File: src/sv/prte_pkg.sv
`timescale 1ns / 1ps
// ----------------------------------------------------------------------------
// Pair relation table engine package
// Shared widths, opcodes, status codes and the control word that the
// controller broadcasts to every cell of the table chain.
// ----------------------------------------------------------------------------
package prte_pkg;

  // Fixed field widths of the request and response channels.
  localparam int OPCODE_W    = 3;
  localparam int ID_IN_W     = 32;
  localparam int STATUS_W    = 2;
  localparam int ENTRY_IDX_W = 8;
  localparam int COUNT_W     = 9;

  // Default sizing of the table.
  localparam int ENTRIES_DEF  = 256;
  localparam int ID_WIDTH_DEF = 32;

  // Request opcodes.
  typedef enum logic [OPCODE_W-1:0] {
    OP_INSERT     = 3'd0,
    OP_REMOVE     = 3'd1,
    OP_PURGE_FILE = 3'd2,
    OP_PURGE_TAG  = 3'd3,
    OP_SEARCH     = 3'd4
  } opcode_e;

  // Response status codes.
  typedef enum logic [STATUS_W-1:0] {
    ST_OK       = 2'd0,
    ST_DUP      = 2'd1,
    ST_NOTFOUND = 2'd2,
    ST_FULL     = 2'd3
  } status_e;

  // Control word shared by all cells in one cycle.
  typedef struct packed {
    logic shift;  // every cell takes its right neighbor
    logic wr;     // the cell whose index matches takes the write data
  } cell_ctl_t;

endpackage

File: src/sv/prte_cell.sv
`timescale 1ns / 1ps
// ----------------------------------------------------------------------------
// Pair relation table cell
// Holds one (file, tag) pair. It either keeps its pair, takes the pair of
// its right neighbor, or takes the broadcast write data when addressed.
// ----------------------------------------------------------------------------
module prte_cell import prte_pkg::*; #(
  parameter int ENTRIES  = ENTRIES_DEF,
  parameter int ID_WIDTH = ID_WIDTH_DEF,
  parameter int INDEX    = 0
) (
  input  logic                         clk,
  input  cell_ctl_t                    ctl,
  input  logic [$clog2(ENTRIES)-1:0]   wr_idx,
  input  logic [ID_WIDTH-1:0]          wr_file,
  input  logic [ID_WIDTH-1:0]          wr_tag,
  input  logic [ID_WIDTH-1:0]          nbr_file,
  input  logic [ID_WIDTH-1:0]          nbr_tag,
  output logic [ID_WIDTH-1:0]          file_q,
  output logic [ID_WIDTH-1:0]          tag_q
);

  localparam int IDX_W = $clog2(ENTRIES);
  localparam logic [IDX_W-1:0] MY_IDX = IDX_W'(INDEX);

  // An addressed write wins over the shift from the neighbor.
  always_ff @(posedge clk) begin
    if (ctl.wr && (wr_idx == MY_IDX)) begin
      file_q <= wr_file;
      tag_q  <= wr_tag;
    end else if (ctl.shift) begin
      file_q <= nbr_file;
      tag_q  <= nbr_tag;
    end
  end

endmodule

File: config.mk
export PLATFORM = sky130hd
export DESIGN_NAME = prte_cell
export DESIGN_NICKNAME = d
export VERILOG_FILES = /design/src/sv/prte_pkg.sv /design/src/sv/prte_cell.sv
export SDC_FILE = /design/constraint.sdc
export NUM_CORES = 1
export LEC_CHECK = 0
export BUFFER_PORTS_ARGS = -buffer_cell sky130_fd_sc_hd__clkbuf_2
export CORE_MARGIN = 5
export CORE_UTILIZATION = 25
export CTS_BUF_LIST = sky130_fd_sc_hd__clkbuf_16
export DETAILED_ROUTE_END_ITERATION = 10
export PLACE_DENSITY = 0.62
export SYNTH_ARGS = -nofsm -noshare
export SYNTH_HDL_FRONTEND = slang
export SYNTH_SLANG_ARGS = --single-unit
File: constraint.sdc
create_clock -name clk -period 4.4 [get_ports clk]
set_input_delay 0.66 -clock clk [delete_from_list [all_inputs] [get_ports clk]]
set_output_delay 0.66 -clock clk [all_outputs]
set_load 0.005 [all_outputs]
; After elaboration in Yosys (flattened, before gate mapping)
; Index checks and enable logic that the tools add are counted.
[totals]
ff_bits = 64
latch_bits = 0
ram_bits = 0
rom_bits = 0
in_bits = 139
out_inout_bits = 64
word_cells = 9
memories = 0
[op_classes]
addsub = 0
multipliers = 0
div_mod_pow = 0
magnitude_cmp = 0
n_eq_ne = 0
n_shift = 0
mux = 4
n_bitwise = 0
reduce_logical = 3
[op_table]
columns = operator, n
row1 = 32-bit 2-to-1 mux, 4
row2 = 8-bit zero test, 1
row3 = 2-bit nonzero test, 1
row4 = 1-bit logical AND, 1

; Depth between registers and ports, before layout
; Gate-level depths: netlist of the first run.
[logic_depth]
word_depth = 3
depth_mapped = 5
mapped_depth_nobuf = 3

; Worst setup path before layout of the first run
; No wires, ideal clock.
[synth_path]
path_type = input to register
startpoint = input port wr_idx[1]
endpoint = register file_q[0] (enable)
setup_time_ns = 0.433
arrival_ns = 2.872
required_ns = 3.967
slack_ns = 1.095
path_stages = 5
n_path_buf = 2
path_cell_list = nor4_1 nand4b_1 buf_4 buf_6 nand2b_1
[synth_via]
elab_chain_len = 3
[synth_lines]
columns = item, line_no
row1 = "start, declared", prte_cell.sv:14  ; input logic [$clog2(ENTRIES)-1:0] wr_idx,
row2 = 8-bit zero test, prte_cell.sv:28  ; if (ctl.wr && (wr_idx == MY_IDX)) begin
row3 = 1-bit logical AND, prte_cell.sv:28
row4 = 2-bit nonzero test (no line), n/a
row5 = "end signal, assigned", prte_cell.sv:29  ; file_q <= wr_file;
row6 = "end signal, assigned", prte_cell.sv:32  ; file_q <= nbr_file;
row7 = "end, declared", prte_cell.sv:19  ; output logic [ID_WIDTH-1:0] file_q,
; No other way between the ends.
; A chain may end at the register's enable or synchronous reset.

; Worst setup path after layout of the first run
[layout_path]
startpoint = input port wr_idx[1]
endpoint = register tag_q[23] (enable)
[layout_via]
elab_chain_len = 3
[layout_lines]
columns = item, line_no
row1 = 8-bit zero test, prte_cell.sv:28
row2 = 1-bit logical AND, prte_cell.sv:28
row3 = 2-bit nonzero test (no line), n/a
row4 = "end signal, assigned", prte_cell.sv:30  ; tag_q <= wr_tag;
row5 = "end signal, assigned", prte_cell.sv:33  ; tag_q <= nbr_tag;
row6 = "end, declared", prte_cell.sv:20  ; output logic [ID_WIDTH-1:0] tag_q
; No other way between the ends.

==> impl_metrics.py, run 1 <==
metrics = {
    "worst_hold_path": {
        "min_path_type": "input port to flop",
    },
    "timing": {
        "hold_violations": 0,
        "rsz0062_at_grt": "false",
        "fin_setup_tns_ns": 0,
        "maxSlewHeadroom_pct": 45.1,
        "period_needed_ns": 2.33,
        "finalSetupViolations": 0,
        "drv_slew": 0,
        "worst_slew_pin_slew_ns": 0.823,
        "clock.fmax_mhz": 430,
        "period_share_pct": 52.9,
    },
    "synth": {
        "yosysWarningCount": 0,
        "synth_cells": 139,
        "yosysTopAreaCellShare_pct": 65.8,
        "syn_area_sq_um": 2920,
        "yosys.area.top_type": "edfxtp_1",
        "yosysUniqueCellTypes": 10,
        "avgSynthCellArea_sq_um": 21.0,
        "ys_ff_latch": 64,
        "synth_nets": 278,
        "yosysSeqAreaShare_pct": 65.8,
        "synthTopCellsByArea": "edfxtp_1, mux2_4, mux2_2, buf_6, nand4b_1",
    },
    "cts": {
        "ctsResizeCount": 0,
        "cts_tree": "yes",
        "post_cts_buffers": 0,
        "cts_hold_buf": 0,
        "cts.sink_count": 64,
        "cts_max_level": 3,
        "cts-root-to-sink-buffers": 2,
        "cts_buffers": 9,
        "path_clk_slew_ns": 0.06,
        "cts_root_buffer": "clkbuf_16",
    },
    "route": {
        "wl_per_cell_microns": 14.5,
        "vias_per_cell": 4.04,
        "postRouteAntennaNets": 0,
        "drt-initial-drc-count": 39,
        "drc": 0,
        "first_pass_iters": 3,
        "via_count": 1999,
        "wirelength_microns": 7170,
    },
    "cells_and_area": {
        "post-route-util_pct": 38.1,
        "antenna_cells": 0,
        "area_delta_synth_final_pct": 48.8,
        "fin_area_sq_um": 4350,
        "fin_nets": 486,
        "layout-drive-gt1-share_pct": 80.1,
    },
    "power": {
        "ir_drop_v": 0.000142,
        "leakage_nw": 2.18,
        "powerDensity_nw_per_um2": 363,
    },
    "global_route": {
        "antenna_found_initial": 0,
        "grt_overflow": 0,
        "grt_pass1_vias": 2328,
        "grt_use_total_pct": 10.2,
        "grt_first_pass_wirelength_microns": 11400,
        "grt_max_degree": 65,
    },
    "outcome": {
        "status": "finished clean",
    },
    "worst_setup_path": {
        "crit_required_ns": 4.35,
        "crit_arrival_ns": 2.27,
        "cp-end-kind": "flop",
        "crit_path_start_kind": "input port",
        "cp_max_fo": 64,
        "path_class": "input port to flop",
    },
    "job": {
        "cap_violations": 0,
    },
    "floorplanning": {
        "io_pins": 203,
        "core-area_sq_um": 11400,
        "dieHeight_microns": 118,
        "row_count": 39,
        "die-area_sq_um": 13900,
        "die_x_microns": 118,
        "initial_core_util_pct": 25.6,
    },
    "placement": {
        "gp_congestion": 0.680,
        "portBuffers": 202,
        "post_dp_cell_area_sq_um": 4070,
        "dp_hpwl_microns": 5830,
    },
}
==> metrics by stage <==
step	power (mW)	worst slack, ns	hold slack [ns]	cells
after floorplan	0.809	1.09	0.877	139
after global placement	0.926	1.82	0.963	479
after detailed placement	0.930	1.73	0.964	479
after CTS	1.61	2.07	0.621	495
after global routing	1.65	1.89	0.620	495
final	1.58	2.07	0.636	495
==> state kept, by name, summed over array words and instances (netlist names) <==
| register | flops |
|---|---|
| file_q | 32 |
| tag_q | 32 |
==> Yosys cell counts <==
cell	count
clkbuf_1	1
buf_6	5
nor4_1	1
nor3_1	1
nand2b_1	1
mux2_2	15
nand4b_1	1
edfxtp_1	64
buf_4	1
mux2_4	49
==> cells in the final DEF, fill, tap and decap left out <==
cell       count
buf_4          2
bufinv_16      1
clkbuf_16      9
clkbuf_2     202
clkinv_2       3
edfxtp_1      64
inv_1          3
mux2_2        15
mux2_4        49
nand2b_4       1
nand4b_1       1
nor3_1         1
nor4_1         1
==> layer usage <==
layer  global-route usage [%]  up-vias  wire [microns]
li1                         -      965               -
met1                     10.5      888            2670
met2                     16.9      133            3440
met3                     5.62       13             907
met4                     4.52        0             149
met5                        0        -               0
==> final timing paths <==
| check | from | to | slack, ns | depth (start not counted) |
|---|---|---|---|---|
| worst min-delay path | nbr_file[20] | file_q[20] | 0.64 | 2 |
| worst max-delay path | wr_idx[1] | tag_q[23] | 2.07 | 5 |
==> critical path, stage by stage <==
cell      delay [ns]
clkbuf_2        0.08
nor4_1          0.27
nand4b_1        0.17
buf_4           0.33
nand2b_4        0.68
==> logic make-up after synthesis <==
family,after synthesis,synth area share (%)
flip-flops,64,65.8
AND/OR/NAND/NOR,4,0.900
multiplexers,64,31.0
buffers and inverters,7,2.31
==> power breakdown <==
group | switching, mW | internal [mW]
sequential | 0.0129 | 0.727
combinational | 0.0644 | 0.109
clock | 0.237 | 0.428
==> final cells by class <==
class	instances	area, sq um
Tap cell	143	179
Timing Repair Buffer	204	1030
Sequential cell	64	1920
Clock inverter	7	56.3
Fill cell	1097	7070
Multi-Input combinational cell	68	938
Clock buffer	9	225
(Power assumes the default switching activity.)
==> inputs of run 2 (changes only) <==
Settings changed: PLACE_DENSITY 0.62 to 0.64.
Clock period 4.4 ns to 2.1 ns, I/O delays scaled along.
==> impl_metrics.py, run 2 (synthesized netlist as in run 1, its figures left out) <==
metrics = {
    "worst_hold_path": {
        "hold_path_depth": 2,
        "min_path_type": "input port to flop",
    },
    "timing": {
        "rsz0062_at_grt": "false",
        "hold_violations": 0,
        "period_share_pct": 73.2,
        "maxSlewHeadroom_pct": 67.9,
        "worst_slew_pin_slew_ns": 0.482,
        "period_needed_ns": 1.54,
        "clock.fmax_mhz": 651,
        "hold_slack_ns": 0.295,
        "drv_slew": 0,
        "fin_setup_tns_ns": 0,
        "finalSetupViolations": 0,
    },
    "power": {
        "ir_drop_v": 0.000253,
        "pwr-share-comb_pct": 11.2,
        "leakage_nw": 2.19,
        "total_power_mw": 3.33,
        "seqPwrFrac_pct": 46.6,
        "p_switching_mw": 0.674,
        "powerDensity_nw_per_um2": 758,
        "clkPwrFrac_pct": 42.2,
        "p_int_mw": 2.65,
        "swShare_pct": 20.2,
    },
    "cells_and_area": {
        "layout-drive-gt1-share_pct": 80.4,
        "area_delta_synth_final_pct": 50.3,
        "layout_common_cells": "clkbuf_2, edfxtp_1, mux2_4",
        "fin_nets": 487,
        "final_common_cell": "clkbuf_2",
        "reg.largest.list": "file_q x32, tag_q x32",
        "antenna_cells": 0,
    },
    "floorplanning": {
        "dieHeight_microns": 118,
        "die-area_sq_um": 13900,
        "io_pins": 203,
        "die_x_microns": 118,
        "core-area_sq_um": 11400,
        "initial_core_util_pct": 25.6,
        "row_count": 39,
    },
    "worst_setup_path": {
        "crit_required_ns": 2.11,
        "crit_buf_inv": 3,
        "cp.depth": 6,
        "crit_slowest_cell": "buf_12",
        "cp-end-kind": "flop",
        "cp_max_fo": 65,
        "critPathTopFamily": "simple AND/OR/NAND/NOR gates",
        "path_class": "input port to flop",
        "crit_arrival_ns": 1.55,
        "crit_top_cell": "buf_12",
        "crit_path_start_kind": "input port",
        "slowest_delay_ns": 0.27,
        "crit_chain": "clkbuf_2 > nor4_1 > nand4b_1 > buf_12 > nand2b_4 > buf_12",
    },
    "global_route": {
        "grt_first_pass_wirelength_microns": 11100,
        "antenna_found_initial": 0,
        "grt_overflow": 0,
        "grt_use_total_pct": 10.1,
        "grt_max_degree": 66,
        "grt_pass1_vias": 2183,
    },
    "route": {
        "wirelength_microns": 7390,
        "postRouteAntennaNets": 0,
        "vias_per_cell": 4.11,
        "wl_per_cell_microns": 14.9,
        "drc": 0,
        "drt-initial-drc-count": 60,
        "via_count": 2036,
        "first_pass_iters": 4,
    },
    "cts": {
        "cts-root-to-sink-buffers": 2,
        "cts_hold_buf": 0,
        "path_clk_slew_ns": 0.05,
        "cts_buffers": 9,
        "cts.sink_count": 64,
        "post_cts_buffers": 0,
        "cts_tree": "yes",
        "ctsResizeCount": 0,
        "cts_root_buffer": "clkbuf_16",
        "cts_max_level": 3,
    },
    "placement": {
        "portBuffers": 202,
        "dp_hpwl_microns": 5890,
        "gp_congestion": 0.752,
    },
    "job": {
        "cap_violations": 0,
    },
    "outcome": {
        "status": "finished clean",
    },
}
==> run 2: cell count changes in the layout (fill, tap and decap cells not counted), sizes merged <==
cell,change
buf,+1
clkinv,+1
inv,-2
==> run 2: layer usage <==
layer	up-vias	wire length, microns	track usage (%)	part of all wire, %
met5	-	0	0	0
met4	0	92	3.66	1.2
met3	7	1030	6.05	14
met2	149	3430	16.0	46
met1	914	2830	11.2	38
li1	966	-	-	-
==> run 2: path summary, 6_finish.rpt <==
kind | slack [ns] | to | from
worst max-delay path | 0.56 | tag_q[16] | wr_idx[1]
worst min-delay path | 0.29 | file_q[7] | wr_file[7]
==> run 2: power by group through the flow <==
stage | Clock [mW] | Combinational (mW) | Sequential [mW]
6_report | 1.40 | 0.373 | 1.55
3_3_place_gp | 0 | 0.375 | 1.57
5_1_grt | 1.50 | 0.409 | 1.56
4_1_cts | 1.46 | 0.383 | 1.55
2_1_floorplan | 0 | 0.105 | 1.59
3_5_place_dp | 0 | 0.382 | 1.58
==> run 2: final cells by class <==
cell class	instances	area, sq um
clock buffers	9	225
flip-flops and latches	64	1920
clock inverters	6	52.6
repair buffers	205	1070
well taps	143	179
multi-input cells	68	938
fillers	1107	7030
==> run 2: metrics by stage <==
stage                     cell area (sq um)  worst slack, ns  instances  util, %
final                                  4390            0.563        495     38.4
after global routing                   4390            0.497        495     38.4
after CTS                              4390            0.565        495     38.4
after detailed placement               4110            0.218        480     36.0
after global placement                 4110            0.266        480     36.0
after floorplan                        2930            0.196        139        -
==> inputs of run 3 (changes only) <==
Clock period 2.1 ns to 1.3 ns, I/O delays scaled along.
==> impl_metrics.py, run 3 (synthesized netlist as in run 1, its figures left out) <==
metrics = {
    "outcome": {
        "status": "finished with violations",
        "violations": "negative setup slack",
    },
    "worst_setup_path": {
        "crit_required_ns": 1.36,
        "cp_max_fo": 25,
        "crit_chain": "buf_6 > nor4_4 > nand4b_1 > buf_6 > buf_8 > mux2_4",
        "critPathTopFamily": "buffers and inverters",
        "crit_path_start_kind": "input port",
        "crit_arrival_ns": 1.38,
        "slowest_delay_ns": 0.32,
        "path_class": "input port to flop",
        "crit_top_cell": "buf_6",
        "cp.depth": 6,
        "crit_buf_inv": 3,
        "cp-end-kind": "flop",
        "crit_slowest_cell": "mux2_4",
    },
    "placement": {
        "post_dp_cell_area_sq_um": 4160,
        "dp_hpwl_microns": 6370,
        "gp_congestion": 0.746,
        "portBuffers": 202,
        "place_inst": 484,
    },
    "worst_hold_path": {
        "min_path_type": "input port to flop",
        "min_to": "file_q[12]",
        "min-delay-start": "nbr_file[12]",
        "hold_path_depth": 2,
    },
    "route": {
        "first_pass_iters": 4,
        "postRouteAntennaNets": 0,
        "via_count": 2099,
        "wl_per_cell_microns": 16.2,
        "wirelength_microns": 8250,
        "drt-initial-drc-count": 47,
        "vias_per_cell": 4.13,
        "drc": 0,
    },
    "timing": {
        "period_share_pct": 101,
        "period_needed_ns": 1.31,
        "maxSlewHeadroom_pct": 83.0,
        "worst_slew_pin_slew_ns": 0.254,
        "setup_ws_ns": -0.0124,
        "clock.fmax_mhz": 762,
        "rsz0062_at_grt": "true",
        "hold_violations": 0,
        "finalSetupViolations": 37,
        "drv_slew": 0,
    },
    "power": {
        "p_int_mw": 4.52,
        "seqPwrFrac_pct": 44.5,
        "clkPwrFrac_pct": 43.8,
        "swShare_pct": 19.7,
        "leakage_nw": 2.33,
        "powerDensity_nw_per_um2": 1210,
        "ir_drop_v": 0.000438,
        "p_switching_mw": 1.11,
        "pwr-share-comb_pct": 11.8,
    },
    "cts": {
        "cts_hold_buf": 0,
        "path_clk_slew_ns": 0.06,
        "cts_tree": "yes",
        "cts_max_level": 3,
        "cts.sink_count": 64,
        "cts_root_buffer": "clkbuf_16",
        "cts-root-to-sink-buffers": 2,
        "cts_buffers": 9,
    },
    "floorplanning": {
        "core-area_sq_um": 11400,
        "die-area_sq_um": 13900,
        "io_pins": 203,
        "row_count": 39,
        "die_x_microns": 118,
        "dieHeight_microns": 118,
        "initial_core_util_pct": 25.6,
    },
    "cells_and_area": {
        "layout-drive-gt1-share_pct": 81.4,
        "fillCellCount": 1091,
        "final_common_cell": "clkbuf_2",
        "area_delta_synth_final_pct": 59.7,
        "post-route-util_pct": 40.9,
        "reg.largest.list": "file_q x32, tag_q x32",
        "fin_nets": 500,
        "fin_area_sq_um": 4660,
        "fin_cells": 508,
        "layout_common_cells": "clkbuf_2, edfxtp_1, mux2_4",
        "antenna_cells": 0,
    },
    "global_route": {
        "antenna_found_initial": 0,
        "grt_first_pass_wirelength_microns": 11900,
        "grt_overflow": 0,
        "grt_pass1_vias": 2348,
        "grt_max_degree": 26,
        "grt_use_total_pct": 10.8,
    },
    "job": {
        "cap_violations": 0,
    },
}
run 3: layer usage:
layer,vias to the layer above,GRT usage (%),share of wire [%]
li1,997,-,-
met1,976,11.4,38
met2,114,19.0,52
met3,12,4.32,7.8
met4,0,4.23,2.2
met5,-,0,0
run 3: area by class of cell:
type,instances,area (sq um),share of cell area (%)
clock buffer,9,225,4.83
clock inverter,6,77.6,1.66
multi-input combinational,69,967,20.7
sequential,64,1920,41.2
tap,143,179,3.84
timing repair buffer,217,1290,27.7
run 3: what timing repair did:
item	4_1_cts	5_1_grt
resized for setup	6	5
setup buffers	1	0
pin swaps	1	2
setup endpoints to repair	108	110
gates cloned	0	8
run 3: power groups by stage:
stage / sequential, mW / combinational [mW] / clock [mW]
detailed placement: 2.55 / 0.635 / 0
floorplan: 2.56 / 0.172 / 0
finish: 2.51 / 0.663 / 2.47
global placement: 2.55 / 0.619 / 0
CTS: 2.51 / 0.637 / 2.52
global route: 2.52 / 0.725 / 2.63
run 3: metrics by stage:
stage	setup TNS, ns	setup slack [ns]	power [mW]	hold slack [ns]
3_3_place_gp	-41.57	-0.357	3.17	0.495
6_report	-0.183	-0.0124	5.64	0.171
3_5_place_dp	-48.86	-0.422	3.18	0.500
5_1_grt	-4.18	-0.0711	5.87	0.159
2_1_floorplan	-35.74	-0.449	2.74	0.412
4_1_cts	-0.00303	-0.00303	5.67	0.161
run 3: worst max path at each step:
stage	from	end	slack, ns
CTS	wr_idx[1]	tag_q[24]	-0.003
global route	wr_idx[2]	tag_q[20]	-0.07
global placement	wr_idx[1]	tag_q[24]	-0.36
finish	wr_idx[2]	tag_q[27]	-0.01
detailed placement	wr_idx[1]	tag_q[24]	-0.42
floorplan	wr_idx[1]	file_q[0]	-0.45
