[src/sv/prte_pkg.sv]
`timescale 1ns / 1ps
// ----------------------------------------------------------------------------
// Pair relation table engine package
// Shared widths, opcodes, status codes and the control word that the
// controller broadcasts to every cell of the table chain.
// ----------------------------------------------------------------------------
package prte_pkg;

  // Fixed field widths of the request and response channels.
  localparam int OPCODE_W    = 3;
  localparam int ID_IN_W     = 32;
  localparam int STATUS_W    = 2;
  localparam int ENTRY_IDX_W = 8;
  localparam int COUNT_W     = 9;

  // Default sizing of the table.
  localparam int ENTRIES_DEF  = 256;
  localparam int ID_WIDTH_DEF = 32;

  // Request opcodes.
  typedef enum logic [OPCODE_W-1:0] {
    OP_INSERT     = 3'd0,
    OP_REMOVE     = 3'd1,
    OP_PURGE_FILE = 3'd2,
    OP_PURGE_TAG  = 3'd3,
    OP_SEARCH     = 3'd4
  } opcode_e;

  // Response status codes.
  typedef enum logic [STATUS_W-1:0] {
    ST_OK       = 2'd0,
    ST_DUP      = 2'd1,
    ST_NOTFOUND = 2'd2,
    ST_FULL     = 2'd3
  } status_e;

  // Control word shared by all cells in one cycle.
  typedef struct packed {
    logic shift;  // every cell takes its right neighbor
    logic wr;     // the cell whose index matches takes the write data
  } cell_ctl_t;

endpackage

[src/sv/prte_req_if.sv]
`timescale 1ns / 1ps
// ----------------------------------------------------------------------------
// Pair relation table request channel
// Valid/ready channel carrying one table request.
// ----------------------------------------------------------------------------
interface prte_req_if import prte_pkg::*; ();

  logic                valid;
  logic                ready;
  logic [OPCODE_W-1:0] opcode;
  logic [ID_IN_W-1:0]  file_id;
  logic [ID_IN_W-1:0]  tag_id;

  modport source (output valid, output opcode, output file_id, output tag_id,
                  input ready);
  modport sink (input valid, input opcode, input file_id, input tag_id,
                output ready);

endinterface

[src/sv/prte_rsp_if.sv]
`timescale 1ns / 1ps
// ----------------------------------------------------------------------------
// Pair relation table response channel
// Valid/ready channel carrying the result of one table request.
// ----------------------------------------------------------------------------
interface prte_rsp_if import prte_pkg::*; ();

  logic                   valid;
  logic                   ready;
  logic [STATUS_W-1:0]    status;
  logic [ENTRY_IDX_W-1:0] entry_index;
  logic [COUNT_W-1:0]     removed_count;
  logic [COUNT_W-1:0]     entry_count;

  modport source (output valid, output status, output entry_index,
                  output removed_count, output entry_count, input ready);
  modport sink (input valid, input status, input entry_index,
                input removed_count, input entry_count, output ready);

endinterface

[src/sv/prte_ctrl.sv]
`timescale 1ns / 1ps
// ----------------------------------------------------------------------------
// Pair relation table controller
// Takes requests, steers one full revolution of the cell chain past the
// compare head, keeps the entry count and registers the response.
// ----------------------------------------------------------------------------
module prte_ctrl import prte_pkg::*; #(
  parameter int ENTRIES  = ENTRIES_DEF,
  parameter int ID_WIDTH = ID_WIDTH_DEF
) (
  input  logic                        clk,
  input  logic                        rst,
  prte_req_if.sink                    req,
  prte_rsp_if.source                  rsp,
  input  logic [ID_WIDTH-1:0]         head_file,
  input  logic [ID_WIDTH-1:0]         head_tag,
  output cell_ctl_t                   ctl,
  output logic [$clog2(ENTRIES)-1:0]  wr_idx,
  output logic [ID_WIDTH-1:0]         wr_file,
  output logic [ID_WIDTH-1:0]         wr_tag
);

  localparam int IDX_W = $clog2(ENTRIES);
  localparam int CNT_W = $clog2(ENTRIES + 1);
  localparam logic [IDX_W-1:0] LAST_IDX = IDX_W'(ENTRIES - 1);
  localparam logic [CNT_W-1:0] FULL_CNT = CNT_W'(ENTRIES);

  typedef enum logic [1:0] {
    S_IDLE,
    S_SCAN,
    S_DONE
  } state_t;

  state_t               state;
  opcode_e              op;
  logic [ID_WIDTH-1:0]  key_file;
  logic [ID_WIDTH-1:0]  key_tag;
  logic [IDX_W-1:0]     scan_idx;
  logic [IDX_W-1:0]     wp;
  logic                 hit;
  logic [IDX_W-1:0]     hit_idx;
  logic [CNT_W-1:0]     removed;
  logic [CNT_W-1:0]     count;
  logic                 out_valid;
  status_e              out_status;
  logic [ENTRY_IDX_W-1:0] out_index;
  logic [COUNT_W-1:0]   out_removed;
  logic [COUNT_W-1:0]   out_count;

  logic                 in_range;
  logic                 pair_match;
  logic                 drop;
  logic                 keep;
  logic                 done_fire;
  logic                 do_insert;
  status_e              res_status;
  logic [ENTRY_IDX_W-1:0] res_index;
  logic [CNT_W-1:0]     count_next;

  // Compare the pair at the head of the chain against the request key.
  always_comb begin
    in_range   = (CNT_W'(scan_idx) < count);
    pair_match = (head_file == key_file) && (head_tag == key_tag);
    case (op)
      OP_REMOVE:     drop = in_range && pair_match && !hit;
      OP_PURGE_FILE: drop = in_range && (head_file == key_file);
      OP_PURGE_TAG:  drop = in_range && (head_tag == key_tag);
      default:       drop = 1'b0;
    endcase
    keep = in_range && !drop;
  end

  // Finish the request once the response register is free.
  assign done_fire = (state == S_DONE) && (!out_valid || rsp.ready);
  assign do_insert = (op == OP_INSERT) && !hit && (count != FULL_CNT);

  // Cell control: shift with compaction writes while scanning, then an
  // optional append at the end of the table.
  always_comb begin
    ctl.shift = 1'b0;
    ctl.wr    = 1'b0;
    wr_idx    = wp;
    wr_file   = head_file;
    wr_tag    = head_tag;
    if (state == S_SCAN) begin
      ctl.shift = 1'b1;
      ctl.wr    = keep;
    end else if (done_fire && do_insert) begin
      ctl.wr  = 1'b1;
      wr_idx  = IDX_W'(count);
      wr_file = key_file;
      wr_tag  = key_tag;
    end
  end

  // Response fields and the entry count after the request.
  always_comb begin
    res_status = ST_OK;
    res_index  = '0;
    count_next = count - removed;
    case (op)
      OP_INSERT: begin
        if (hit) begin
          res_status = ST_DUP;
          res_index  = ENTRY_IDX_W'(hit_idx);
        end else if (count == FULL_CNT) begin
          res_status = ST_FULL;
        end else begin
          res_index  = ENTRY_IDX_W'(count);
          count_next = count + CNT_W'(1);
        end
      end
      OP_REMOVE, OP_SEARCH: begin
        if (hit) begin
          res_index = ENTRY_IDX_W'(hit_idx);
        end else begin
          res_status = ST_NOTFOUND;
        end
      end
      OP_PURGE_FILE, OP_PURGE_TAG: begin
        res_status = ST_OK;
      end
      default: begin
        res_status = ST_NOTFOUND;
      end
    endcase
  end

  // State, scan registers and the response register.
  always_ff @(posedge clk) begin
    if (rst) begin
      state     <= S_IDLE;
      count     <= '0;
      out_valid <= 1'b0;
      hit       <= 1'b0;
      removed   <= '0;
      scan_idx  <= '0;
      wp        <= LAST_IDX;
    end else begin
      // A response taken in the cycle a new one is loaded is replaced below.
      if (out_valid && rsp.ready && !done_fire) begin
        out_valid <= 1'b0;
      end
      case (state)
        S_IDLE: begin
          if (req.valid) begin
            op       <= opcode_e'(req.opcode);
            key_file <= ID_WIDTH'(req.file_id);
            key_tag  <= ID_WIDTH'(req.tag_id);
            scan_idx <= '0;
            wp       <= LAST_IDX;
            hit      <= 1'b0;
            hit_idx  <= '0;
            removed  <= '0;
            state    <= S_SCAN;
          end
        end
        S_SCAN: begin
          // Kept pairs land at the write pointer; a dropped one leaves it
          // one place lower for the pairs behind it.
          if (!keep) begin
            wp <= wp - IDX_W'(1);
          end
          if (drop) begin
            removed <= removed + CNT_W'(1);
          end
          if (in_range && pair_match && !hit) begin
            hit     <= 1'b1;
            hit_idx <= scan_idx;
          end
          scan_idx <= scan_idx + IDX_W'(1);
          if (scan_idx == LAST_IDX) begin
            state <= S_DONE;
          end
        end
        S_DONE: begin
          if (done_fire) begin
            count       <= count_next;
            out_valid   <= 1'b1;
            out_status  <= res_status;
            out_index   <= res_index;
            out_removed <= COUNT_W'(removed);
            out_count   <= COUNT_W'(count_next);
            state       <= S_IDLE;
          end
        end
        default: begin
          state <= S_IDLE;
        end
      endcase
    end
  end

  assign req.ready         = (state == S_IDLE);
  assign rsp.valid         = out_valid;
  assign rsp.status        = out_status;
  assign rsp.entry_index   = out_index;
  assign rsp.removed_count = out_removed;
  assign rsp.entry_count   = out_count;

endmodule

[src/flat_wrapper.sv]
// flat-port wrapper written by rule: the top's interface ports become plain ports
module prte_ctrl_flat import prte_pkg::*;
#(
  parameter int ENTRIES  = ENTRIES_DEF,
  parameter int ID_WIDTH = ID_WIDTH_DEF
)
  (clk, rst, head_file, head_tag, ctl, wr_idx, wr_file, wr_tag, req_valid, req_opcode, req_file_id, req_tag_id, req_ready, rsp_valid, rsp_status, rsp_entry_index, rsp_removed_count, rsp_entry_count, rsp_ready);
  prte_req_if req_i ();
  prte_rsp_if rsp_i ();
  input  logic clk;
  input  logic rst;
  input  logic [ID_WIDTH-1:0] head_file;
  input  logic [ID_WIDTH-1:0] head_tag;
  output cell_ctl_t ctl;
  output logic [$clog2(ENTRIES)-1:0] wr_idx;
  output logic [ID_WIDTH-1:0] wr_file;
  output logic [ID_WIDTH-1:0] wr_tag;
  input wire logic [$bits(req_i.valid)-1:0] req_valid;
  input wire logic [$bits(req_i.opcode)-1:0] req_opcode;
  input wire logic [$bits(req_i.file_id)-1:0] req_file_id;
  input wire logic [$bits(req_i.tag_id)-1:0] req_tag_id;
  output wire logic [$bits(req_i.ready)-1:0] req_ready;
  output wire logic [$bits(rsp_i.valid)-1:0] rsp_valid;
  output wire logic [$bits(rsp_i.status)-1:0] rsp_status;
  output wire logic [$bits(rsp_i.entry_index)-1:0] rsp_entry_index;
  output wire logic [$bits(rsp_i.removed_count)-1:0] rsp_removed_count;
  output wire logic [$bits(rsp_i.entry_count)-1:0] rsp_entry_count;
  input wire logic [$bits(rsp_i.ready)-1:0] rsp_ready;
  assign req_i.valid = req_valid;
  assign req_i.opcode = req_opcode;
  assign req_i.file_id = req_file_id;
  assign req_i.tag_id = req_tag_id;
  assign req_ready = req_i.ready;
  assign rsp_valid = rsp_i.valid;
  assign rsp_status = rsp_i.status;
  assign rsp_entry_index = rsp_i.entry_index;
  assign rsp_removed_count = rsp_i.removed_count;
  assign rsp_entry_count = rsp_i.entry_count;
  assign rsp_i.ready = rsp_ready;
  prte_ctrl #(.ENTRIES(ENTRIES), .ID_WIDTH(ID_WIDTH)) u_core (.clk(clk), .rst(rst), .req(req_i), .rsp(rsp_i), .head_file(head_file), .head_tag(head_tag), .ctl(ctl), .wr_idx(wr_idx), .wr_file(wr_file), .wr_tag(wr_tag));
endmodule
[config.mk]
export PLATFORM = sky130hd
export DESIGN_NAME = prte_ctrl_flat
export DESIGN_NICKNAME = d
export VERILOG_FILES = /design/src/sv/prte_pkg.sv /design/src/sv/prte_req_if.sv /design/src/sv/prte_rsp_if.sv /design/src/sv/prte_ctrl.sv /design/src/flat_wrapper.sv
export SDC_FILE = /design/constraint.sdc
export NUM_CORES = 1
export LEC_CHECK = 0
export BUFFER_PORTS_ARGS = -buffer_cell sky130_fd_sc_hd__buf_2
export CAP_MARGIN = 20
export CORE_MARGIN = 3
export CORE_UTILIZATION = 46
export DETAILED_ROUTE_END_ITERATION = 10
export HOLD_SLACK_MARGIN = 0.08
export PLACE_DENSITY = 0.84
export SYNTH_ARGS = -nofsm -noshare
export SYNTH_HDL_FRONTEND = slang
export SYNTH_SLANG_ARGS = --single-unit
[constraint.sdc]
create_clock -name clk -period 3.9 [get_ports clk]
set_input_delay 0 -clock clk [delete_from_list [all_inputs] [get_ports clk]]
set_output_delay 0 -clock clk [all_outputs]
set_load 0.01 [all_outputs]
---- Word-level counts from Yosys, hierarchy flattened ----
Cells that the tools add are included.
storage, ports and cells
  memory bits (writable) .................. 0
  logic and storage cells ................. 111
  latch bits .............................. 0
  bits in registers ....................... 141
  output and inout port bits .............. 104
  bits of input ports ..................... 135
  memories ................................ 0
  ROM bits ................................ 0
cells by class
  eq/ne operators ......................... 17
  bitwise logic cells ..................... 1
  reduce and logical (&&, ||, !) cells .... 31
  shift operators ......................... 0
  div/mod/pow operators ................... 0
  order comparisons ....................... 1
  multiply operators ...................... 0
  add/sub/neg operators ................... 5
  multiplexer cells ....................... 41
operators by type and width
  cell                                                                     number
  32-bit two-way mux                                                       4
  8-bit two-way mux                                                        9
  32-bit == test                                                           2
  8-bit one-hot mux with 2 select lines                                    4
  9-bit two-way mux                                                        5
  9-bit by 1-bit adder with 9-bit output, second input constant            2
  9-bit one-hot mux with 2 select lines                                    1
  3-bit AND reduction                                                      6
  1-bit logical AND                                                        12
  2-bit two-way mux                                                        6
  2-bit one-hot mux with 3 select lines                                    2
  9-bit == test, second input constant                                     1
  8-bit by 9-bit < comparator with 1-bit output                            1
  9-bit inequality test, second input constant                             1
  9-bit subtractor                                                         1
  8-bit by 1-bit adder with 8-bit output, second input constant            1
  8-bit == test, second input constant                                     1
  1-bit two-way mux                                                        8
  2-bit inequality test, second input constant                             4
  8-bit by 1-bit subtractor with 8-bit output, second input constant       1
  3-bit by 2-bit == test with 1-bit output, second input constant          2
  1-bit zero test                                                          4
  2-bit by 1-bit inequality test with 1-bit output, second input constant  2
  2-bit AND reduction                                                      2
  other kinds (13)                                                         14

---- Depth between registers and ports, before layout ----
Gate-level depths: netlist (run 1).
  depth in word-level cells ............... 9
  depth in mapped cells ................... 11
  mapped depth without buffers ............ 11

---- Worst setup path after synthesis (run 1) ----
OpenSTA, ideal clock, no wires.
  kind .................................... register to register
  start point ............................. register u_core.state[0]
  end point ............................... register u_core.key_file[0], enable pin
  period minus slack after synthesis ...... 4.061 ns
  data arrival time ....................... 3.569 ns
  path buffers ............................ 0
  stages on the path, launching flop included .. 4
  setup slack ............................. -0.161 ns
  setup time .............................. 0.493 ns
  cell sequence ........................... dfxtp_1 > nor2_1 > nand2_1 > nor2_1
on the way
  longest elaborated chain between the ends .. 2
RTL lines
  what                           RTL line            source
  start, declared                prte_ctrl.sv:34     state_t state;
  start signal, assigned         prte_ctrl.sv:132    state <= S_IDLE;
  start signal, assigned         prte_ctrl.sv:155    state <= S_SCAN;
  start signal, assigned         prte_ctrl.sv:173    state <= S_DONE;
  2-bit zero test                n/a
  net req_ready                  flat_wrapper.sv:22  output wire logic [$bits(req_i.ready)-1:0] req_ready;
  3-bit AND reduction (no line)  n/a
  end signal, assigned           prte_ctrl.sv:148    key_file <= ID_WIDTH'(req.file_id);
  end, declared                  prte_ctrl.sv:36     logic [ID_WIDTH-1:0] key_file;
The timed path passes the listed nets, and every way through them passes these cells.
A chain may end at the register's enable or synchronous reset.

---- Worst setup path in the final report (run 1) ----
  start point ............................. register u_core.key_tag[31]
  end point ............................... register u_core.removed[8]
on the way
  longest elaborated chain between the ends .. 7
  elaborated cells on any way between the ends .. 8
RTL lines
  what                                                          RTL line                          source
  start, declared                                               prte_ctrl.sv:37                   logic [ID_WIDTH-1:0] key_tag;
  start signal, assigned                                        prte_ctrl.sv:149                  key_tag <= ID_WIDTH'(req.tag_id);
  32-bit == test *                                              prte_ctrl.sv:63, prte_ctrl.sv:67
  1-bit logical AND                                             prte_ctrl.sv:63                   pair_match = (head_file == key_file) && (head_tag == key_tag);
  1-bit logical AND (2 in series)                               prte_ctrl.sv:65                   OP_REMOVE: drop = in_range && pair_match && !hit;
  1-bit one-hot mux with 3 select lines *                       prte_ctrl.sv:64                   case (op)
  2-bit by 1-bit inequality test with 1-bit output (no line) *  n/a
  3-bit AND reduction (no line) *                               n/a
  end signal, assigned                                          prte_ctrl.sv:165                  removed <= removed + CNT_W'(1);
  end, declared                                                 prte_ctrl.sv:42                   logic [CNT_W-1:0] removed;
Every way passes the cells marked *; elsewhere a longest branch is shown, timed or not.

==> impl_metrics.toml, run 1 <==
[status]
status = "finished, final reports clean"

[floorplan]
coreArea_um2 = 15400
rows = 45
die_h_um = 132
die_area_um2 = 17400
chipWidth_um = 132
initial_utilization_pct = 47.5
ios = 239

[synthesis]
synthFlopType = "edfxtp_1"
async_flop_share_pct = 0
seq_area_frac_synth_pct = 52.7
synth.distinct_cells = 45
syn_area_um2 = 7310
yosysWarnings = 0
synthCells = 641
syn-num-nets = 797
synth_edf_count = 103
ys_seq_elements = 141
postSynthAreaPerCell_um2 = 11.4

[clock_tree]
cts_max_path_buffers = 2
cts_tree = "yes"
htree_num_levels = 4
clk_latency_ns = 0.42
cts.clk_slew.worst_paths_ns = 0.06
clockRootBuffer = "clkbuf_16"
cts_resized = 0
post_cts.repair.setup_buffers = 0
cts_made_buffers = 17
cts_sinks = 141

[timing]
fmax_ghz = 0.335
finalSetupViolations = 0
slew_violations = 0
fin_worst_hold_slack_ns = 0.284
period_needed_ns = 2.98
max-slew-margin-rel_pct = 40.5
tightest_slew_ns = 0.892
hold_viol = 0
rsz0062_at_grt = "false"
finClkSkew_ns = 0.0115
period_share_pct = 76.5
tns_ns = 0

[place]
dp_cells = 1077
port-buffer-count = 238
place_area_um2 = 8760
place.gp.congestion = 0.885
dp_hpwl_um = 14600

[final_layout]
final_cells = 1181
layout.area.seq_um2 = 3850
layout_commonest_cell = "buf_2"
drive_gt1_share_pct = 35.5
final_cell_area_um2 = 10100
fillers = 1141
final_nets = 1112
multi_input_area_um2 = 3310
area_delta_synth_final_pct = 38.3
final_cell_mix = "buf_2 (239), edfxtp_1 (103), dlygate4sd3_1 (70)"

[global_route]
grt_pass1_vias = 6379
grt_pass1_wl_um = 32800
antenna_found_initial = 1
grt_max_degree = 73
track_usage_pct = 23.6
globalRoute.totalOverflow = 0

[min_path]
worstHoldPathType = "input pin to register"

[drt]
drc = 0
ant_nets = 0
wire_per_inst_um = 17.8
drtIter0Drc = 437
firstDrtPassIters = 5
num_vias = 6331
vias_per_cell = 5.36
totalWireLength_um = 21000

[worst_setup_path]
cp-end-kind = "register"
crit_type = "register to register"
crit_required_ns = 4.24
cp_max_fo = 10
crit_arrival_ns = 3.32
cp-start-kind = "register"

[pwr]
irDropWorstVdd_mv = 0.264
powerDensity_nw_per_um2 = 370
leakage_uw = 0.00411

[flow_run]
drv_cap = 0
## sequential cells by signal (all words and copies together) (netlist names)
register	flops
u_core.key_file	32
u_core.key_tag	32
u_core.count	9
u_core.removed	9
u_core.rsp.entry_count	9
u_core.rsp.removed_count	9
u_core.hit_idx	8
u_core.rsp.entry_index	8
u_core.scan_idx	8
u_core.wp	8
u_core.op	3
u_core.rsp.status	2
u_core.state	2
u_core.hit	1
u_core.rsp.valid	1
## path summary, 6_finish.rpt
path	from	endpoint	slack (ns)	cells after the start
min	head_file[1]	u_core.hit	0.28	7
max	u_core.key_tag[31]	u_core.removed[8]	0.92	8
max reg2reg	u_core.key_tag[31]	u_core.removed[8]	0.92	8
min reg2reg	u_core.state[1]	u_core.state[0]	0.49	1
## synthesized netlist by cell type (4+ instances only)
master | n | share of area (%)
o211ai_1 | 4 | 0.41
and3_1 | 8 | 0.68
o31ai_1 | 4 | 0.41
ha_1 | 20 | 3.4
nor3b_1 | 6 | 0.62
edfxtp_1 | 103 | 42
nand3_1 | 12 | 0.82
o21a_1 | 6 | 0.62
a21oi_1 | 31 | 2.1
nand4_1 | 7 | 0.60
nor4_1 | 20 | 1.7
or3_1 | 7 | 0.60
nor2b_1 | 5 | 0.43
inv_1 | 23 | 1.2
clkbuf_1 | 18 | 0.92
nand2b_1 | 7 | 0.60
o21ai_0 | 38 | 2.6
xor2_1 | 64 | 7.7
mux2_2 | 65 | 10
nor3_1 | 6 | 0.41
a21o_1 | 4 | 0.41
a211oi_1 | 6 | 0.62
dfxtp_1 | 38 | 10
and2_1 | 12 | 1.0
nand2_1 | 49 | 2.5
xnor2_1 | 14 | 1.7
nor2_1 | 37 | 1.9
## logic make-up (layout without fill, tap and decap cells)
logic type | after synthesis | count (layout) | share of synthesized area, %
compound gates | 105 | 105 | 8.58
xor+xnor | 78 | 78 | 9.35
fa+ha+maj | 21 | 21 | 3.70
buf+inv | 42 | 370 | 2.16
flops | 141 | 141 | 52.7
mux | 67 | 67 | 10.3
other cells | 0 | 1 | 0
simple gates | 187 | 187 | 13.2
## timing repair
action	CTS	global route
endpoints found under the setup margin	0	0
endpoints found under the hold margin	72	0
hold buffers	70	0
## report_power, final
group          internal, uW  switching [uW]
logic                   183             170
registers              1640            24.6
clock network          1100             613
total                  2930             807
## per-layer routing
| layer | wire length (um) | vias up | track usage (%) |
|---|---|---|---|
| met5 | 0 | - | 0 |
| met4 | 641 | 0 | 8.28 |
| met3 | 1460 | 46 | 5.95 |
| met2 | 10500 | 265 | 40.3 |
| met1 | 8390 | 3042 | 29.1 |
| li1 | - | 2978 | - |
## final cells by class
class                           instances  area share, %
Antenna cell                            1         0.0248
Sequential cell                       141           38.1
Timing Repair Buffer                  314           19.3
Multi-Input combinational cell        458           32.8
Tap cell                              211           2.61
Inverter                               24          0.892
Clock buffer                           24           4.98
Clock inverter                          8           1.28
## metrics by stage
step,util [%],power [uW],setup WS (ns)
after floorplan,-,1830,0.959
after global placement,57.0,1980,0.983
after detailed placement,57.0,1980,0.964
after CTS,65.7,3740,0.899
after global routing,65.7,3850,0.731
final,65.7,3730,0.916
## critical path, stage by stage, from the launching register on
cell and delay [ns]:
edfxtp_1 0.42, xor2_1 0.19, nor4_1 0.39, nand4_1 0.26, nor4_2 0.41, a221oi_2 0.18, o31a_1 0.41, or4_1 0.50
a21oi_1 0.15
Note: power is estimated with default switching activity, not from simulation.
==> inputs of run 2 (changes only) <==
PLACE_DENSITY = 0.81   (was 0.84)
clock period = 3.1 ns   (was 3.9 ns; I/O delays follow)
==> impl_metrics.toml, run 2 (synthesized netlist as in run 1, its figures left out) <==
[pwr]
irDropWorstVdd_mv = 0.498
pwr-share-clk_pct = 46.1
p_sw_uw = 1010
powerDensity_nw_per_um2 = 462
pwr-share-comb_pct = 9.5
intPower_uw = 3720
leakage_uw = 0.00419
seqPwrFrac_pct = 44.4
swShare_pct = 21.3

[place]
place.gp.congestion = 0.913
pre_cts_ws_ns = 0.259
dp_cells = 1090
dp_hpwl_um = 14700
port-buffer-count = 238

[worst_setup_path]
crit_required_ns = 3.10
cp_max_fo = 43
crit_type = "register to output port"
crit_arrival_ns = 2.86
cp-end-kind = "output port"
cp-start-kind = "register"

[timing]
fmax_ghz = 0.349
finalSetupViolations = 0
period_needed_ns = 2.86
period_share_pct = 92.3
tns_ns = 0
max-slew-margin-rel_pct = 56.6
finClkSkew_ns = 0.00961
slew_violations = 0
rsz0062_at_grt = "false"
tightest_slew_ns = 0.645
hold_viol = 0
fin_ws_ns = 0.238

[clock_tree]
cts_sinks = 141
cts_tree = "yes"
post_cts.repair.setup_buffers = 0
clk_latency_ns = 0.42
cts.clk_slew.worst_paths_ns = 0.06
htree_num_levels = 4
cts_made_buffers = 17
clockRootBuffer = "clkbuf_16"
cts_max_path_buffers = 2

[status]
status = "finished, final reports clean"

[drt]
drtIter0Drc = 373
vias_per_cell = 5.24
num_vias = 6251
totalWireLength_um = 21400
wire_per_inst_um = 17.9
firstDrtPassIters = 5
ant_nets = 0
drc = 0

[final_layout]
final_cells = 1192
layout_commonest_cell = "buf_2"
antenna_cells = 0
drive_gt1_share_pct = 36.3
fin_util_pct = 66.5
final_nets = 1124
area_delta_synth_final_pct = 40.0
reg_top3 = "u_core.key_file (32), u_core.key_tag (32)"
final_cell_mix = "buf_2 (238), edfxtp_1 (103), dlygate4sd3_1 (70)"

[global_route]
antenna_found_initial = 0
grt_pass1_vias = 6588
grt_use_met1_pct = 28.8
grt_pass1_wl_um = 33800
grtUsageMet2_pct = 43.0
use_met3_pct = 6.60
grt_max_degree = 68
top_usage_layer = "met2"
globalRoute.totalOverflow = 0
track_usage_pct = 24.5

[floorplan]
chipWidth_um = 132
die_h_um = 132
rows = 45
coreArea_um2 = 15400
ios = 239
initial_utilization_pct = 47.5
die_area_um2 = 17400

[min_path]
worstHoldPathType = "input pin to register"

[flow_run]
drv_cap = 0
-- run 2: cell count changes in the layout (fill, tap and decap cells not counted), moves of 2 or more --
| cell | delta |
|---|---|
| bufinv_16 | +2 |
| clkbuf_1 | -2 |
| clkbuf_8 | -3 |
| buf_4 | +11 |
| buf_12 | +2 |
| clkinv_1 | +4 |
-- run 2: per-layer routing --
layer  wire, um  up-vias
met3       1500       51
met2      11000      264
met5          0        -
met1       8250     2934
li1           -     3002
met4        582        0
-- run 2: final cells by class --
class                           count  area, um2
Tap cell                          211        264
Fill cell                        1159       5140
Inverter                           24       90.1
Timing Repair Buffer              326       2060
Multi-Input combinational cell    458       3330
Clock buffer                       18        429
Clock inverter                     14        199
Sequential cell                   141       3850
-- run 2: power groups by stage --
stage | sequential (uW) | clock [uW] | combinational (uW)
floorplan | 2130 | 0 | 176
global placement | 2130 | 0 | 360
detailed placement | 2140 | 0 | 367
CTS | 2100 | 2200 | 440
global route | 2100 | 2290 | 485
finish | 2100 | 2180 | 449
-- run 2: metrics by stage --
stage / cell area [um2] / hold slack, ns / total power [uW]
final: 10200 / 0.285 / 4720
after global routing: 10200 / 0.271 / 4870
after CTS: 10200 / 0.257 / 4740
after detailed placement: 8880 / 0.178 / 2500
after global placement: 8880 / 0.176 / 2490
after floorplan: 7310 / 0.0989 / 2300
-- run 2: path summary, 6_finish.rpt --
path                                    startpoint                end  slack, ns  cells past startpoint
worst max-delay path               u_core.count[1]          wr_tag[5]       0.24                     10
worst min-delay path                  head_file[1]         u_core.hit       0.28                      7
worst max register to register  u_core.key_tag[31]  u_core.removed[8]       0.24                      8
worst min register to register     u_core.state[1]    u_core.state[0]       0.49                      1
-- run 2: what timing repair did --
action	4_1_cts	5_1_grt
hold buffers	70	0
setup endpoints to repair	0	73
endpoints found under the hold margin	71	0
resized for setup	0	3
-- run 2: worst max-delay path: stages (launching register included) --
cell and delay [ns]:
dfxtp_1 0.37, inv_2 0.17, ha_1 0.19, nor4b_2 0.26, a21oi_1 0.15, and2_1 0.22
buf_4 0.18, nand2_4 0.08, buf_12 0.23, mux2_2 0.38, buf_2 0.15
==> inputs of run 3 (changes only) <==
REMOVE_ABC_BUFFERS = 1   (was unset)
==> impl_metrics.toml, run 3 (synthesized netlist as in run 1, its figures left out) <==
[clock_tree]
cts_max_path_buffers = 2
clk_latency_ns = 0.42
cts_made_buffers = 17
cts_sinks = 141
clockRootBuffer = "clkbuf_16"
cts.clk_slew.worst_paths_ns = 0.07
post_cts.repair.setup_buffers = 0
cts_tree = "yes"
htree_num_levels = 4

[global_route]
track_usage_pct = 26.3
antenna_found_initial = 1
globalRoute.totalOverflow = 0
grt_pass1_vias = 6624
grt_max_degree = 68
grt_pass1_wl_um = 35900

[drt]
wl_met2_um = 12000
drc = 0
firstDrtPassIters = 5
num_vias = 6406
ant_nets = 0
totalWireLength_um = 23100
wl_met1_um = 8180
vias_per_cell = 5.34
highest_layer = "met4"
wire_per_inst_um = 19.3
dr_wl_met3_um = 1760
drtIter0Drc = 457

[place]
pre_cts_ws_ns = 0.157
place_area_um2 = 8940
place.gp.congestion = 0.896
port-buffer-count = 238
dp_hpwl_um = 16000

[worst_setup_path]
crit_type = "register to register"
slowest_stage = "or4_1"
cp-start-kind = "register"
crit_chain = "xor2_1 -> nor4_1 -> nand4_1 -> nor4_4 -> a221oi_2 -> o31a_1 -> or4_1 -> a21oi_1"
crit_required_ns = 3.44
slowest_delay_ns = 0.49
cp-end-kind = "register"
cp_max_fo = 10
crit_arrival_ns = 3.27

[final_layout]
drive_gt1_share_pct = 36.9
layout_commonest_cell = "buf_2"
final_cell_area_um2 = 10200
final_cell_mix = "buf_2 (238), edfxtp_1 (103), dlygate4sd3_1 (70)"
area_delta_synth_final_pct = 40.0
reg_top3 = "u_core.key_file (32), u_core.key_tag (32)"
fillers = 1133
final_nets = 1130

[status]
status = "finished, final reports clean"

[timing]
slew_violations = 0
finalSetupViolations = 0
finClkSkew_ns = 0.0142
hold_viol = 0
max-slew-margin-rel_pct = 54.2
fin_ws_ns = 0.173
period_share_pct = 94.4
period_needed_ns = 2.93
rsz0062_at_grt = "false"
tightest_slew_ns = 0.681
fmax_ghz = 0.342

[floorplan]
coreArea_um2 = 15400
initial_utilization_pct = 47.5
rows = 45
die_h_um = 132
die_area_um2 = 17400
chipWidth_um = 132
ios = 239

[min_path]
worstHoldPathType = "input pin to register"

[pwr]
leakage_uw = 0.00419
irDropWorstVdd_mv = 0.376
powerDensity_nw_per_um2 = 440

[flow_run]
drv_cap = 0
==> run 3: cell count changes in the layout (fill, tap and decap cells not counted), sizes merged, moves of 2 or more <==
cell    before  now
clkbuf      18   20
bufinv       5    1
buf        256  262
inv         23   25
==> run 3: final cells by class <==
cell class                 count  area [um2]  area share (%)
clock buffer                  20         447            4.37
sequential                   141        3850            37.7
clock inverter                12         114            1.11
inverter                      24        90.1           0.881
antenna                        1        2.50          0.0245
timing repair buffer         332        2120            20.7
multi-input combinational    458        3330            32.6
tap                          211         264            2.58
==> run 3: per-layer routing <==
layer	up-vias	global-route usage (%)
met2	318	47.1
met1	3023	28.0
met3	53	7.86
met4	0	13.5
met5	-	0
li1	3012	-
==> run 3: worst max-delay path, delay by kind of cell (launching register included) <==
| kind | cells | cell delay, ns |
|---|---|---|
| DFF | 1 | 0.42 |
| AOI/OAI and AO/OA | 3 | 0.70 |
| xor gates and xnor gates | 1 | 0.20 |
| and+or+nand+nor | 4 | 1.51 |
==> run 3: path summary, 6_finish.rpt <==
kind,cells past startpoint,to,slack [ns],from
max,8,u_core.removed[8],0.17,u_core.key_tag[31]
min,2,u_core.key_tag[20],0.28,req_tag_id[20]
max reg2reg,8,u_core.removed[8],0.17,u_core.key_tag[31]
min reg2reg,1,u_core.state[0],0.48,u_core.state[1]
==> run 3: what timing repair did <==
item	CTS	global route
endpoints found under the hold margin	72	0
setup endpoints to repair	0	5
gates resized for setup	0	3
hold buffers	70	0
==> run 3: metrics by stage <==
step / cells / util [%] / hold WS (ns) / TNS [ns] / total power [uW]
6_report: 1199 / 66.5 / 0.279 / 0 / 4500
5_1_grt: 1199 / 66.5 / 0.277 / 0 / 4650
4_1_cts: 1198 / 66.4 / 0.265 / 0 / 4500
3_5_place_dp: 1096 / 58.2 / 0.178 / 0 / 2510
3_3_place_gp: 1096 / 58.2 / 0.176 / 0 / 2500
2_1_floorplan: 623 / - / 0.0691 / -93.30 / 2300
==> run 3: power breakdown <==
group	switching, uW	total, uW	internal (uW)
clock	812	1940	1130
combinational	227	462	235
sequential	32.5	2100	2070
